$ cat src/hdl/assert_macros.svh
// Assertion macros for the frame rate monitor RTL.
// Depends on nothing; included by frame_rate_monitor.sv, which checks its own logic.
`ifndef ASSERT_MACROS_SVH
`define ASSERT_MACROS_SVH

// Check under reset qualification.
`define FRM_ASSERT(label, clk, rst_n, prop, msg) \
    label: assert property (@(posedge clk) disable iff (!rst_n) prop) \
        else $error(msg);

// Check on every edge, reset included.
`define FRM_ASSERT_ALWAYS(label, clk, prop, msg) \
    label: assert property (@(posedge clk) prop) \
        else $error(msg);

`endif

$ cat src/hdl/frm_pkg.sv
// Package of the frame rate monitor: widths, constants, state codes and
// the status structs passed between the top level and its serial units.
`default_nettype none

package frm_pkg;

    localparam int WINDOW   = 16;
    localparam int PTR_W    = (WINDOW > 1) ? $clog2(WINDOW) : 1;
    localparam int SEEN_W   = $clog2(WINDOW + 1);
    localparam int CNT_W    = 16;
    localparam int SUM_W    = CNT_W + PTR_W;
    localparam int TOT_W    = 32;
    localparam int TS_W     = 63;
    localparam int IVL_W    = 40;
    localparam int AVG_W    = 24;
    localparam int FRAC_W   = 8;
    localparam int DIV_W    = SUM_W + FRAC_W;
    localparam int DIVCNT_W = $clog2(DIV_W);

    localparam int CMP_W      = 64;
    localparam int DIG_W      = 4;
    localparam int CMP_DIGITS = CMP_W / DIG_W;
    localparam int DIGCNT_W   = $clog2(CMP_DIGITS);

    localparam logic [IVL_W-1:0] IVL_RESET = IVL_W'(1000000000);

    typedef enum logic [4:0] {
        ST_IDLE = 5'b00001,
        ST_CMP  = 5'b00010,
        ST_UPD  = 5'b00100,
        ST_DIV  = 5'b01000,
        ST_OUT  = 5'b10000
    } state_t;

    typedef struct packed {
        logic done;
        logic ge;
    } cmp_stat_t;

    typedef struct packed {
        logic             done;
        logic [AVG_W-1:0] quotient;
    } div_stat_t;

endpackage

`default_nettype wire

$ cat src/hdl/frm_cmp.sv
// Digit-serial check of timestamp >= interval start + interval length.
// Adds and compares one 4-bit digit per cycle, LSB first. Uses frm_pkg.
`default_nettype none

module frm_cmp (
    input  wire logic                       aclk,
    input  wire logic                       aresetn,
    input  wire logic                       start,
    input  wire logic [frm_pkg::TS_W-1:0]   ts,
    input  wire logic [frm_pkg::TS_W-1:0]   base,
    input  wire logic [frm_pkg::IVL_W-1:0]  ivl,
    output frm_pkg::cmp_stat_t              stat
);

    logic [frm_pkg::CMP_W-1:0]    ts_reg, ts_next;
    logic [frm_pkg::CMP_W-1:0]    base_reg, base_next;
    logic [frm_pkg::CMP_W-1:0]    ivl_reg, ivl_next;
    logic                         carry_reg, carry_next;
    logic                         ge_reg, ge_next;
    logic                         busy_reg, busy_next;
    logic                         done_reg, done_next;
    logic [frm_pkg::DIGCNT_W-1:0] cnt_reg, cnt_next;

    logic [frm_pkg::DIG_W:0]      dsum;
    logic [frm_pkg::DIG_W-1:0]    sdig;
    logic [frm_pkg::DIG_W-1:0]    tdig;

    assign dsum = {1'b0, base_reg[frm_pkg::DIG_W-1:0]}
                + {1'b0, ivl_reg[frm_pkg::DIG_W-1:0]}
                + {{frm_pkg::DIG_W{1'b0}}, carry_reg};
    assign sdig = dsum[frm_pkg::DIG_W-1:0];
    assign tdig = ts_reg[frm_pkg::DIG_W-1:0];

    always_comb begin
        ts_next    = ts_reg;
        base_next  = base_reg;
        ivl_next   = ivl_reg;
        carry_next = carry_reg;
        ge_next    = ge_reg;
        busy_next  = busy_reg;
        done_next  = 1'b0;
        cnt_next   = cnt_reg;
        if (start) begin
            ts_next    = {{(frm_pkg::CMP_W - frm_pkg::TS_W){1'b0}}, ts};
            base_next  = {{(frm_pkg::CMP_W - frm_pkg::TS_W){1'b0}}, base};
            ivl_next   = {{(frm_pkg::CMP_W - frm_pkg::IVL_W){1'b0}}, ivl};
            carry_next = 1'b0;
            ge_next    = 1'b1;
            busy_next  = 1'b1;
            cnt_next   = '0;
        end else if (busy_reg) begin
            ts_next    = ts_reg >> frm_pkg::DIG_W;
            base_next  = base_reg >> frm_pkg::DIG_W;
            ivl_next   = ivl_reg >> frm_pkg::DIG_W;
            carry_next = dsum[frm_pkg::DIG_W];
            ge_next    = (tdig > sdig) || ((tdig == sdig) && ge_reg);
            cnt_next   = cnt_reg + 1'b1;
            if (cnt_reg == frm_pkg::DIGCNT_W'(frm_pkg::CMP_DIGITS - 1)) begin
                busy_next = 1'b0;
                done_next = 1'b1;
            end
        end
    end

    always_ff @(posedge aclk) begin
        if (!aresetn) begin
            busy_reg  <= 1'b0;
            done_reg  <= 1'b0;
            cnt_reg   <= '0;
            carry_reg <= 1'b0;
            ge_reg    <= 1'b0;
        end else begin
            busy_reg  <= busy_next;
            done_reg  <= done_next;
            cnt_reg   <= cnt_next;
            carry_reg <= carry_next;
            ge_reg    <= ge_next;
        end
        ts_reg   <= ts_next;
        base_reg <= base_next;
        ivl_reg  <= ivl_next;
    end

    assign stat.done = done_reg;
    assign stat.ge   = ge_reg;

endmodule

`default_nettype wire

$ cat src/hdl/frm_div.sv
// Bit-serial restoring divider for the window average, one quotient bit
// per cycle, saturated to the Q8 output width. Uses frm_pkg.
`default_nettype none

module frm_div (
    input  wire logic                        aclk,
    input  wire logic                        aresetn,
    input  wire logic                        start,
    input  wire logic [frm_pkg::SUM_W-1:0]   sum,
    input  wire logic [frm_pkg::SEEN_W-1:0]  count,
    output frm_pkg::div_stat_t               stat
);

    logic [frm_pkg::DIV_W-1:0]    num_reg, num_next;
    logic [frm_pkg::SEEN_W-1:0]   den_reg, den_next;
    logic [frm_pkg::SEEN_W-1:0]   rem_reg, rem_next;
    logic                         busy_reg, busy_next;
    logic                         done_reg, done_next;
    logic [frm_pkg::DIVCNT_W-1:0] cnt_reg, cnt_next;

    logic [frm_pkg::SEEN_W:0]     trial;
    logic [frm_pkg::SEEN_W:0]     diff;
    logic                         qbit;

    assign trial = {rem_reg, num_reg[frm_pkg::DIV_W-1]};
    assign diff  = trial - {1'b0, den_reg};
    assign qbit  = (trial >= {1'b0, den_reg});

    always_comb begin
        num_next  = num_reg;
        den_next  = den_reg;
        rem_next  = rem_reg;
        busy_next = busy_reg;
        done_next = 1'b0;
        cnt_next  = cnt_reg;
        if (start) begin
            num_next  = {sum, {frm_pkg::FRAC_W{1'b0}}};
            den_next  = count;
            rem_next  = '0;
            busy_next = 1'b1;
            cnt_next  = '0;
        end else if (busy_reg) begin
            rem_next = qbit ? diff[frm_pkg::SEEN_W-1:0] : trial[frm_pkg::SEEN_W-1:0];
            num_next = {num_reg[frm_pkg::DIV_W-2:0], qbit};
            cnt_next = cnt_reg + 1'b1;
            if (cnt_reg == frm_pkg::DIVCNT_W'(frm_pkg::DIV_W - 1)) begin
                busy_next = 1'b0;
                done_next = 1'b1;
            end
        end
    end

    always_ff @(posedge aclk) begin
        if (!aresetn) begin
            busy_reg <= 1'b0;
            done_reg <= 1'b0;
            cnt_reg  <= '0;
        end else begin
            busy_reg <= busy_next;
            done_reg <= done_next;
            cnt_reg  <= cnt_next;
        end
        num_reg <= num_next;
        den_reg <= den_next;
        rem_reg <= rem_next;
    end

    assign stat.done     = done_reg;
    assign stat.quotient = (|num_reg[frm_pkg::DIV_W-1:frm_pkg::AVG_W])
                         ? {frm_pkg::AVG_W{1'b1}} : num_reg[frm_pkg::AVG_W-1:0];

endmodule

`default_nettype wire

$ cat src/hdl/frame_rate_monitor.sv
// Top level of the frame rate monitor: control sequencer, counters, sample
// ring and output register. Uses frm_pkg, frm_cmp, frm_div, assert_macros.svh.
//
//  channel   prefix  direction  word
//  input     s_      in         one frame timestamp
//  result    m_      out        close flag, interval count, average, total
//  config    cfg_    in         interval length in ns
//
// A frame that leaves its interval open has its word loaded after the 16-digit
// serial compare; a frame that closes an interval goes on through the ring
// update state and the 28-step divider first. The sequencer returns to idle,
// ready for the next frame, as the word loads.
// Reset clears counters, interval start, sample ring and sum.
// s_ready is high only while the sequencer is idle; a finished word waits
// in the output register, and the next frame is taken meanwhile.
`default_nettype none
`include "assert_macros.svh"

module frame_rate_monitor (
    input  wire logic                         aclk,
    input  wire logic                         aresetn,
    input  wire logic                         s_valid,
    output logic                              s_ready,
    input  wire logic [frm_pkg::TS_W-1:0]     s_timestamp_ns,
    output logic                              m_valid,
    input  wire logic                         m_ready,
    output logic                              m_interval_closed,
    output logic [frm_pkg::CNT_W-1:0]         m_frames_in_interval,
    output logic [frm_pkg::AVG_W-1:0]         m_average_fps_q8,
    output logic [frm_pkg::TOT_W-1:0]         m_total_frame_count,
    input  wire logic                         cfg_valid,
    output logic                              cfg_ready,
    input  wire logic [frm_pkg::IVL_W-1:0]    cfg_interval_ns
);

    frm_pkg::state_t              state_reg, state_next;
    logic [frm_pkg::IVL_W-1:0]    ivl_reg, ivl_next;
    logic [frm_pkg::TS_W-1:0]     ts_reg, ts_next;
    logic [frm_pkg::TS_W-1:0]     start_reg, start_next;
    logic [frm_pkg::CNT_W-1:0]    frames_reg, frames_next;
    logic [frm_pkg::TOT_W-1:0]    total_reg, total_next;
    logic [frm_pkg::SUM_W-1:0]    sum_reg, sum_next;
    logic [frm_pkg::PTR_W-1:0]    ptr_reg, ptr_next;
    logic [frm_pkg::SEEN_W-1:0]   seen_reg, seen_next;
    logic                         closed_reg, closed_next;
    logic [frm_pkg::CNT_W-1:0]    ccnt_reg, ccnt_next;
    logic [frm_pkg::AVG_W-1:0]    avg_reg, avg_next;
    logic [frm_pkg::CNT_W-1:0]    ring_reg [frm_pkg::WINDOW];
    logic                         ring_we;

    logic                         m_valid_reg, m_valid_next;
    logic                         m_closed_reg, m_closed_next;
    logic [frm_pkg::CNT_W-1:0]    m_frames_reg, m_frames_next;
    logic [frm_pkg::AVG_W-1:0]    m_avg_reg, m_avg_next;
    logic [frm_pkg::TOT_W-1:0]    m_total_reg, m_total_next;

    logic                         cmp_start;
    logic                         div_start;
    frm_pkg::cmp_stat_t           cmp_stat;
    frm_pkg::div_stat_t           div_stat;

    frm_cmp u_cmp (
        .aclk    (aclk),
        .aresetn (aresetn),
        .start   (cmp_start),
        .ts      (s_timestamp_ns),
        .base    (start_reg),
        .ivl     (ivl_reg),
        .stat    (cmp_stat)
    );

    frm_div u_div (
        .aclk    (aclk),
        .aresetn (aresetn),
        .start   (div_start),
        .sum     (sum_next),
        .count   (seen_next),
        .stat    (div_stat)
    );

    assign s_ready   = (state_reg == frm_pkg::ST_IDLE);
    assign cfg_ready = 1'b1;

    always_comb begin
        state_next    = state_reg;
        ivl_next      = (cfg_valid && cfg_ready) ? cfg_interval_ns : ivl_reg;
        ts_next       = ts_reg;
        start_next    = start_reg;
        frames_next   = frames_reg;
        total_next    = total_reg;
        sum_next      = sum_reg;
        ptr_next      = ptr_reg;
        seen_next     = seen_reg;
        closed_next   = closed_reg;
        ccnt_next     = ccnt_reg;
        avg_next      = avg_reg;
        ring_we       = 1'b0;
        cmp_start     = 1'b0;
        div_start     = 1'b0;
        m_valid_next  = m_valid_reg && !m_ready;
        m_closed_next = m_closed_reg;
        m_frames_next = m_frames_reg;
        m_avg_next    = m_avg_reg;
        m_total_next  = m_total_reg;

        unique case (state_reg)
            frm_pkg::ST_IDLE: begin
                if (s_valid) begin
                    ts_next     = s_timestamp_ns;
                    frames_next = (frames_reg == {frm_pkg::CNT_W{1'b1}})
                                ? frames_reg : frames_reg + 1'b1;
                    total_next  = total_reg + 1'b1;
                    cmp_start   = 1'b1;
                    state_next  = frm_pkg::ST_CMP;
                end
            end
            frm_pkg::ST_CMP: begin
                if (cmp_stat.done) begin
                    closed_next = cmp_stat.ge;
                    if (cmp_stat.ge) begin
                        state_next = frm_pkg::ST_UPD;
                    end else begin
                        ccnt_next  = '0;
                        avg_next   = '0;
                        state_next = frm_pkg::ST_OUT;
                    end
                end
            end
            frm_pkg::ST_UPD: begin
                sum_next    = sum_reg - {{frm_pkg::PTR_W{1'b0}}, ring_reg[ptr_reg]}
                            + {{frm_pkg::PTR_W{1'b0}}, frames_reg};
                ring_we     = 1'b1;
                ptr_next    = (ptr_reg == frm_pkg::PTR_W'(frm_pkg::WINDOW - 1))
                            ? '0 : ptr_reg + 1'b1;
                seen_next   = (seen_reg == frm_pkg::SEEN_W'(frm_pkg::WINDOW))
                            ? seen_reg : seen_reg + 1'b1;
                ccnt_next   = frames_reg;
                frames_next = '0;
                start_next  = ts_reg;
                div_start   = 1'b1;
                state_next  = frm_pkg::ST_DIV;
            end
            frm_pkg::ST_DIV: begin
                if (div_stat.done) begin
                    avg_next   = div_stat.quotient;
                    state_next = frm_pkg::ST_OUT;
                end
            end
            frm_pkg::ST_OUT: begin
                if (!m_valid_reg || m_ready) begin
                    m_valid_next  = 1'b1;
                    m_closed_next = closed_reg;
                    m_frames_next = ccnt_reg;
                    m_avg_next    = avg_reg;
                    m_total_next  = total_reg;
                    state_next    = frm_pkg::ST_IDLE;
                end
            end
            default: begin
                state_next = frm_pkg::ST_IDLE;
            end
        endcase
    end

    always_ff @(posedge aclk) begin
        if (!aresetn) begin
            state_reg   <= frm_pkg::ST_IDLE;
            ivl_reg     <= frm_pkg::IVL_RESET;
            start_reg   <= '0;
            frames_reg  <= '0;
            total_reg   <= '0;
            sum_reg     <= '0;
            ptr_reg     <= '0;
            seen_reg    <= '0;
            m_valid_reg <= 1'b0;
            for (int i = 0; i < frm_pkg::WINDOW; i++) begin
                ring_reg[i] <= '0;
            end
        end else begin
            state_reg   <= state_next;
            ivl_reg     <= ivl_next;
            start_reg   <= start_next;
            frames_reg  <= frames_next;
            total_reg   <= total_next;
            sum_reg     <= sum_next;
            ptr_reg     <= ptr_next;
            seen_reg    <= seen_next;
            m_valid_reg <= m_valid_next;
            if (ring_we) begin
                ring_reg[ptr_reg] <= frames_reg;
            end
        end
        ts_reg       <= ts_next;
        closed_reg   <= closed_next;
        ccnt_reg     <= ccnt_next;
        avg_reg      <= avg_next;
        m_closed_reg <= m_closed_next;
        m_frames_reg <= m_frames_next;
        m_avg_reg    <= m_avg_next;
        m_total_reg  <= m_total_next;
    end

    assign m_valid              = m_valid_reg;
    assign m_interval_closed    = m_closed_reg;
    assign m_frames_in_interval = m_frames_reg;
    assign m_average_fps_q8     = m_avg_reg;
    assign m_total_frame_count  = m_total_reg;

    `FRM_ASSERT(a_open_word_zero, aclk, aresetn, m_valid_reg && !m_closed_reg |-> m_frames_reg == '0 && m_avg_reg == '0, "open interval word carries a count or average")
    `FRM_ASSERT(a_cmp_done_state, aclk, aresetn, cmp_stat.done |-> state_reg == frm_pkg::ST_CMP, "compare finished outside its wait state")
    `FRM_ASSERT(a_div_done_state, aclk, aresetn, div_stat.done |-> state_reg == frm_pkg::ST_DIV, "divide finished outside its wait state")
    `FRM_ASSERT(a_seen_bound, aclk, aresetn, seen_reg <= frm_pkg::SEEN_W'(frm_pkg::WINDOW), "sample count beyond window")

endmodule

`default_nettype wire
$ cat config.mk
export PLATFORM = sky130hd
export DESIGN_NAME = frame_rate_monitor
export DESIGN_NICKNAME = d
export VERILOG_FILES = /design/src/hdl/frm_pkg.sv /design/src/hdl/frm_cmp.sv /design/src/hdl/frm_div.sv /design/src/hdl/frame_rate_monitor.sv
export VERILOG_INCLUDE_DIRS = /design/src /design/src/hdl
export SDC_FILE = /design/constraint.sdc
export NUM_CORES = 1
export LEC_CHECK = 0
export BUFFER_PORTS_ARGS = -buffer_cell sky130_fd_sc_hd__buf_2
export CAP_MARGIN = 20
export CORE_MARGIN = 4
export CORE_UTILIZATION = 55
export DETAILED_ROUTE_END_ITERATION = 16
export PLACE_DENSITY = 0.76
export SLEW_MARGIN = 20
export SYNTH_ARGS = -nofsm -noshare
export SYNTH_HDL_FRONTEND = slang
export SYNTH_SLANG_ARGS = --single-unit
$ cat constraint.sdc
create_clock -name aclk -period 5.21 [get_ports aclk]
set_input_delay 0.521 -clock aclk [delete_from_list [all_inputs] [get_ports aclk]]
set_output_delay 0.521 -clock aclk [all_outputs]
set_load 0.005 [all_outputs]
==> flow_summary_export.csv, run 1 <==
group,metric,value,unit
status,status,"completed",
timing,tns,0,ps
clock_network,cts_htree_levels,3,
cells_and_area,area_delta_synth_final,12.82,%
cells_and_area,antenna_cells,0,
yosys,yosysUniqueCellTypes,67,
global_routing,grt_pass1_wl,124.2,mm
timing,setup_viol,0,
setup_path,slowest_delay,730,ps
floorplanning,die-width,262.7,um
setup_path,path_cells,"buf_4 -> mux4_2 -> mux4_2 -> fa_1 -> inv_1 -> ha_1 -> o211a_1 -> a221oi_2 -> o21bai_1 -> a31oi_1 -> o21ai_0 -> xnor2_1 -> o21ai_0",
clock_network,cts_hold_buf,0,
setup_path,worst-setup-path-type,"flop to flop",
timing,slew_headroom,28.52,%
yosys,synth-seq-cells,842,
setup_path,path_delay_family,"compound AO/OA/AOI/OAI gates",
setup_path,cp_num_buf_inv,2,
placement,dpl.cell_count,3781,
clock_network,post-cts-setup-buffers,0,
drt,wl_met1,31.05,mm
yosys,netlist_instances,2902,
drt,wl,77.91,mm
cells_and_area,layout.cells.non_filler,3940,
clock_network,ctsResizeCount,0,
yosys,yosys_warnings,0,
floorplanning,num_io_pins,184,
setup_path,cp_slowest_cell,"dfxtp_4",
yosys,yosysTopAreaCell,"edfxtp_1",
yosys,ys.flop_type,"edfxtp_1",
floorplanning,core,0.06435,mm2
timing,hold_violations,0,
setup_path,critPathMaxFanout,29,
setup_path,cp-start-kind,"flop",
drt,top_layer,"met4",
drt,drtPass1Iterations,6,
clock_network,clk-insertion-delay-late,630,ps
hold_path,min_path_type,"primary input to flop",
clock_network,cts_buffer_depth,3,
setup_path,cp_data_required_time,5570,ps
timing,fin_hold_ws,81.78,ps
global_routing,gr-total-overflow,0,
placement,preCtsSetupSlack,555.1,ps
timing,rsz0062_at_grt,"false",
drt,via_per_inst,5.672,
hold_path,whs_path_depth,1,
cells_and_area,final_common_cell,"nand2_1",
global_routing,antenna_found_initial,0,
clock_network,cts.sinks,842,
yosys,yosysTopAreaCellShare,52.54,%
yosys,avgSynthCellArea,12.29,um2
cells_and_area,utilization,62.53,%
cells_and_area,layout-drive-gt1-share,15.27,%
timing,clock_skew,24.11,ps
setup_path,path_depth,13,
floorplanning,start_util,55.43,%
yosys,netlist_area,0.03567,mm2
floorplanning,dieArea,0.06899,mm2
pwr,irDropWorstVdd,0.2603,mV
timing,worstMarginPinSlew,1072,ps
clock_network,tritoncts,"yes",
setup_path,reg2regPathDepth,13,
clock_network,cts_buffers,85,
setup_path,crit_path_end_kind,"flop",
drt,ant_nets,0,
pwr,power,15.40,mW
yosys,synth-edff-count,624,
timing,fin_crit_sh,92.21,%
global_routing,grt_usage,22.33,%
pwr,leakage,16.10,nW
timing,slew_viol_final,0,
clock_network,clkTransAtPathRegs,60,ps
setup_path,cp.arrival,5160,ps
drt,wl_met2,39.26,mm
yosys,synth_nets,3071,
placement,globalplace.congestion,0.8959,
placement,portBuffers,182,
placement,hpwl,46.83,mm
pwr,power_per_cell_area,382.6,mW/mm2
global_routing,grt_pass1_vias,22390,
job,maxCapViolCount,0,
floorplanning,rows,93,
yosys,async_reset_ff_share,0,%
timing,fmax,0.2081,GHz
clock_network,cts_root_buffer,"clkbuf_16",
timing,period_minus_slack,4804,ps
drt,wl_per_cell,19.77,um
timing,setup_ws,405.8,ps
drt,wl_met3,5.169,mm
drt,initialDrtViolationCount,2214,
placement,placed_area,0.03729,mm2
cells_and_area,stdcell_area,0.04024,mm2
floorplanning,die_h,262.7,um
yosys,ys_top_cells_by_area,"edfxtp_1 (53%), dfxtp_1 (12%), nand2_1 (7.6%)",
drt,drc,0,
cells_and_area,most-common-layout-cells,"nand2_1 (726), edfxtp_1 (624), and3_1 (265)",
drt,num_vias,22348,
yosys,synth-seq-area-share,64.77,%
cells_and_area,largest_reg_flops,256,
global_routing,grt_max_degree,202,
cells_and_area,nets,3182,
## power by group
part           switching, mW  internal (mW)
logic                  0.710          0.375
clock network           2.56           3.78
registers              0.179           7.79
## worst paths after layout
check | start | end | slack [ps]
worst min-delay path | s_timestamp_ns[24] | ts_reg[24] | 80
worst max register to register | flop | u_div.num_reg[24] | 410
worst max-delay path | flop | u_div.num_reg[24] | 410
worst min register to register | avg_reg[21] | m_average_fps_q8[21] | 410
## cell families after synthesis
kind of cell / after synthesis / share of synthesized area (%)
AOI/OAI and AO/OA: 199 / 3.999
buffers and inverters: 296 / 3.210
xor gates and xnor gates: 73 / 1.831
adders and majority gates: 61 / 2.540
other: 1 / 0.01051
and+or+nand+nor: 1294 / 17.01
DFF: 842 / 64.77
muxes: 136 / 6.623
## metal layers
metal  GRT usage (%)  vias to the layer above
met2           38.22                      842
met3           3.651                      144
met5               0                        -
li1                -                    10380
met4           7.807                        0
met1           29.22                    10982
## cells in the mapped netlist, drive strengths merged (4+ instances only)
master / n
fa: 19
a21boi: 85
a21oi: 25
xor2: 24
ha: 42
o21a: 6
mux4: 80
dfxtp: 218
or3: 11
nor3: 10
a22o: 10
nor3b: 4
a21o: 8
o21ai: 29
nor4: 7
o211ai: 4
edfxtp: 624
nand3: 24
a31oi: 8
and4: 5
nor2b: 35
nand4: 19
clkbuf: 171
and2: 47
inv: 92
a211oi: 7
buf: 33
xnor2: 48
and3: 265
nor2: 128
o211a: 4
nand2: 727
nand2b: 4
mux2i: 56
## area by class of cell
type	instances	area, um2
Fill cell	4716	24110
Sequential cell	842	23110
Multi-Input combinational cell	1764	11460
Clock buffer	113	2385
Timing Repair Buffer	228	1300
Tap cell	855	1070
Clock inverter	46	555.5
Inverter	92	355.3
## worst register-to-register path, stage by stage, from the launching register on
cell and delay [ps]:
dfxtp_4 730, buf_4 290, mux4_2 540, mux4_2 490, fa_1 490, inv_1 50, ha_1 340, o211a_1 140
a221oi_2 350, o21bai_1 200, a31oi_1 390, o21ai_0 230, xnor2_1 190, o21ai_0 100
Power figures use the tool's default switching activity.
==> inputs of run 2 (changes only) <==
Settings changed: TNS_END_PERCENT from default to 50.
Clock period 5.21 ns to 4.2 ns, I/O delays scaled along.
==> flow_summary_export.csv, run 2 (synthesis gave the netlist of run 1 again) <==
group,metric,value,unit
status,status,"finished with violations",
status,violations,"setup timing",
drt,drc,0,
timing,hold_violations,0,
drt,wl_met3,5.379,mm
pwr,irDropWorstVdd,0.3456,mV
cells_and_area,antenna_cells,0,
clock_network,cts_buffer_depth,3,
drt,wl_met1,31.94,mm
floorplanning,core,0.06435,mm2
drt,via_per_inst,5.715,
floorplanning,die-width,262.7,um
global_routing,grt_usage,22.46,%
setup_path,cp.arrival,4680,ps
setup_path,cp-start-kind,"flop",
drt,initialDrtViolationCount,2033,
timing,setup_ws,-103.3,ps
timing,worstMarginPinSlew,1106,ps
drt,wl_met2,40.75,mm
timing,fin_hold_ws,29.39,ps
cells_and_area,fillCellCount,4504,
floorplanning,rows,93,
clock_network,cts_htree_levels,3,
pwr,leakage,16.60,nW
cells_and_area,area_delta_synth_final,16.40,%
setup_path,cp_data_required_time,4570,ps
placement,globalplace.congestion,0.8734,
cells_and_area,layout-drive-gt1-share,16.80,%
timing,rsz0062_at_grt,"true",
pwr,power_per_cell_area,456.0,mW/mm2
global_routing,grt_pass1_vias,23233,
clock_network,clk-insertion-delay-late,640,ps
drt,top_layer,"met4",
clock_network,clkTransAtPathRegs,70,ps
placement,hpwl,47.61,mm
drt,wl,80.30,mm
clock_network,tritoncts,"yes",
floorplanning,num_io_pins,184,
timing,fmax,0.2324,GHz
global_routing,grt_max_degree,191,
timing,clock_skew,18.99,ps
hold_path,min_path_type,"primary input to flop",
floorplanning,start_util,55.43,%
setup_path,critPathMaxFanout,10,
setup_path,worst-setup-path-type,"flop to flop",
timing,fin_crit_sh,102.5,%
global_routing,grt_pass1_wl,125.7,mm
floorplanning,dieArea,0.06899,mm2
global_routing,gr-total-overflow,0,
drt,ant_nets,0,
drt,num_vias,23158,
drt,drtPass1Iterations,5,
clock_network,cts_root_buffer,"clkbuf_16",
timing,slew_viol_final,0,
clock_network,cts_buffers,85,
clock_network,cts.sinks,842,
timing,tns,-145.0,ps
timing,slew_headroom,26.06,%
placement,portBuffers,182,
cells_and_area,largest_reg_flops,256,
cells_and_area,most-common-layout-cells,"nand2_1 (725), edfxtp_1 (624), and3_1 (265)",
floorplanning,die_h,262.7,um
setup_path,crit_path_end_kind,"flop",
cells_and_area,nets,3294,
drt,wl_per_cell,19.82,um
timing,setup_viol,3,
global_routing,antenna_found_initial,0,
cells_and_area,final_common_cell,"nand2_1",
timing,period_minus_slack,4303,ps
job,maxCapViolCount,0,
[run 2: metrics by stage]
step                      power [mW]  util (%)  area [um2]  worst slack (ps)  std cells
after global routing           19.62     64.52       41520            -196.5       4052
after floorplan                10.95         -       35670            -323.4       2902
after detailed placement       11.41     58.47       37620            -58.53       3811
final                          18.93     64.52       41520            -103.3       4052
after CTS                      18.99     64.00       41180             1.398       4046
after global placement         11.34     58.45       37610             7.112       3810
[run 2: timing repair]
item | in CTS | in global routing
buffers inserted | 5 | 5
endpoints found under the setup margin | 7 | 19
hold buffers | 71 | 0
resized for setup | 8 | 51
endpoints found under the hold margin | 71 | 0
gates cloned | 0 | 1
pin swaps | 4 | 15
[run 2: final cells by class]
class                           count  area, um2  share of cell area [%]
Clock buffer                      113       2272                   5.473
Clock inverter                     46      514.2                   1.239
Inverter                           92      355.3                  0.8559
Multi-Input combinational cell   1764      11730                   28.26
Sequential cell                   842      23110                   55.66
Tap cell                          855       1070                   2.577
Timing Repair Buffer              340       2466                   5.940
[run 2: power by group]
part,switching [mW],internal (mW),total [mW],leakage [nW]
registers,0.225,9.67,9.89,7.70
logic,0.915,0.537,1.45,7.54
clock network,3.19,4.40,7.59,1.36
total,4.33,14.6,18.9,16.6
[run 2: per-layer routing]
layer | GRT usage [%] | vias to the layer above
met1 | 29.70 | 11417
li1 | - | 10587
met2 | 38.85 | 982
met3 | 3.558 | 172
met5 | 0 | -
met4 | 6.479 | 0
[run 2: path summary, 6_finish.rpt]
check / endpoint / from / slack (ps) / depth (start not counted)
setup / recovery: u_div.num_reg[23] / flop / -100 / 13
hold / removal: ivl_reg[29] / cfg_interval_ns[29] / 30 / 3
setup reg to reg: u_div.num_reg[23] / flop / -100 / 13
hold reg to reg: m_average_fps_q8[2] / avg_reg[2] / 410 / 0
[run 2: critical path, cell delays in order (launching register included)]
cell and delay, ps:
dfxtp_4 420, buf_12 170, buf_12 150, mux4_2 520, mux4_2 530, fa_1 500, inv_1 50, ha_1 270
or3_1 450, o211a_1 150, a31o_4 250, a31oi_4 200, mux2i_2 280, nand2_1 100
==> inputs of run 3 (changes only) <==
Settings changed: BUFFER_PORTS_ARGS -buffer_cell sky130_fd_sc_hd__buf_2 to -buffer_cell sky130_fd_sc_hd__clkbuf_2.
==> flow_summary_export.csv, run 3 (synthesis gave the netlist of run 1 again) <==
group,metric,value,unit
cells_and_area,antenna_cells,0,
status,status,"finished with violations",
global_routing,grt_usage,22.61,%
placement,hpwl,47.45,mm
timing,worstMarginPinSlew,1056,ps
setup_path,cp.arrival,4630,ps
timing,rsz0062_at_grt,"true",
status,violations,"setup timing",
clock_network,cts_htree_levels,3,
drt,drtPass1Iterations,7,
timing,fin_crit_sh,101.4,%
cells_and_area,final_common_cell,"nand2_1",
timing,slew_viol_final,0,
cells_and_area,area_delta_synth_final,16.36,%
global_routing,grt_pass1_wl,126.4,mm
drt,num_vias,22899,
clock_network,cts_root_buffer,"clkbuf_16",
timing,setup_viol,4,
setup_path,path_cells,"buf_12 -> buf_12 -> mux4_2 -> mux4_2 -> ha_1 -> inv_1 -> ha_1 -> fa_2 -> a21o_1 -> a221oi_4 -> o22ai_2 -> nor2_2 -> o21ai_2 -> xor2_2 -> a22o_1",
global_routing,gr-total-overflow,0,
drt,ant_nets,0,
timing,hold_violations,0,
floorplanning,start_util,55.43,%
timing,period_minus_slack,4259,ps
floorplanning,rows,93,
setup_path,cp-start-kind,"flop",
hold_path,min_path_type,"primary input to flop",
clock_network,tritoncts,"yes",
setup_path,path_delay_family,"multiplexers",
floorplanning,core,0.06435,mm2
clock_network,cts_buffer_depth,3,
pwr,irDropWorstVdd,0.3772,mV
cells_and_area,layout.cells.non_filler,4052,
setup_path,cp_num_buf_inv,3,
timing,slew_headroom,29.43,%
timing,setup_ws,-59.07,ps
timing,fmax,0.2348,GHz
placement,globalplace.congestion,0.8867,
floorplanning,die-width,262.7,um
placement,portBuffers,182,
timing,clock_skew,24.27,ps
setup_path,critPathMaxFanout,6,
setup_path,worst-setup-path-type,"flop to flop",
setup_path,cp_data_required_time,4570,ps
setup_path,slowest_delay,550,ps
pwr,leakage,16.70,nW
pwr,power,18.93,mW
cells_and_area,most-common-layout-cells,"nand2_1 (725), edfxtp_1 (624), and3_1 (264)",
global_routing,grt_pass1_vias,23326,
global_routing,grt_max_degree,191,
cells_and_area,fillCellCount,4554,
job,maxCapViolCount,0,
clock_network,cts.sinks,842,
placement,dpl.cell_count,3811,
drt,drc,0,
cells_and_area,largest_reg_flops,256,
drt,initialDrtViolationCount,2307,
floorplanning,die_h,262.7,um
drt,via_per_inst,5.651,
cells_and_area,nets,3295,
floorplanning,num_io_pins,184,
clock_network,cts_buffers,85,
setup_path,crit_path_end_kind,"flop",
drt,wl,79.57,mm
cells_and_area,layout-drive-gt1-share,16.92,%
global_routing,antenna_found_initial,0,
drt,wl_per_cell,19.64,um
floorplanning,dieArea,0.06899,mm2
pwr,power_per_cell_area,456.2,mW/mm2
timing,tns,-98.36,ps
clock_network,clkTransAtPathRegs,60,ps
setup_path,cp_slowest_cell,"mux4_2",
clock_network,clk-insertion-delay-late,640,ps
==> run 3: path summary, 6_finish.rpt <==
check | from | end | slack (ps) | depth (start not counted)
setup / recovery | flop | u_div.num_reg[26] | -60 | 15
hold / removal | s_timestamp_ns[3] | ts_reg[3] | 30 | 1
setup reg to reg | flop | u_div.num_reg[26] | -60 | 15
hold reg to reg | avg_reg[2] | m_average_fps_q8[2] | 400 | 0
==> run 3: layer usage <==
layer	vias to the layer above	GRT usage [%]	share of wire, %
met5	-	0	0
met4	0	7.648	3.3
met3	188	3.623	6.8
met2	906	38.92	50
met1	11192	29.55	40
li1	10613	-	-
==> run 3: report_power, final <==
part           internal [mW]  total (mW)  leakage, nW  switching, mW
Sequential              9.67        9.89         7.70          0.222
Clock                   4.41        7.61         1.38           3.20
Combinational          0.527        1.43         7.61          0.906
==> run 3: area by class of cell <==
class / count / area [um2] / area share [%]
Sequential cell: 842 / 23110 / 55.68
Multi-Input combinational cell: 1764 / 11660 / 28.09
Timing Repair Buffer: 341 / 2491 / 6.003
Clock buffer: 111 / 2306 / 5.557
Tap cell: 855 / 1070 / 2.578
Clock inverter: 47 / 513.0 / 1.236
Inverter: 92 / 355.3 / 0.8563
==> run 3: worst register-to-register path, delay by kind of cell (launching register included) <==
kind	cells	cell delay (ps)
muxes	2	1070
AOI/OAI and AO/OA	5	1050
adders and majority gates	3	840
DFF	1	390
buffers and inverters	3	310
and+or+nand+nor	1	180
xor gates and xnor gates	1	160
==> run 3: what timing repair did <==
item,4_1_cts,5_1_grt
pin swaps,3,19
setup endpoints to repair,6,21
hold buffers,71,0
gates cloned,1,0
gates resized for setup,12,38
buffers inserted,2,9
endpoints found under the hold margin,71,0
==> run 3: stage by stage <==
| step | utilization (%) | area, um2 | setup slack (ps) | hold slack [ps] |
|---|---|---|---|---|
| after CTS | 64.16 | 41280 | 1.744 | 1.458 |
| after global placement | 58.48 | 37630 | -30.14 | 404.5 |
| after floorplan | - | 35670 | -323.4 | 400.3 |
| after detailed placement | 58.48 | 37630 | -80.60 | 404.5 |
| after global routing | 64.49 | 41500 | -151.9 | 6.587 |
| final | 64.49 | 41500 | -59.07 | 27.59 |
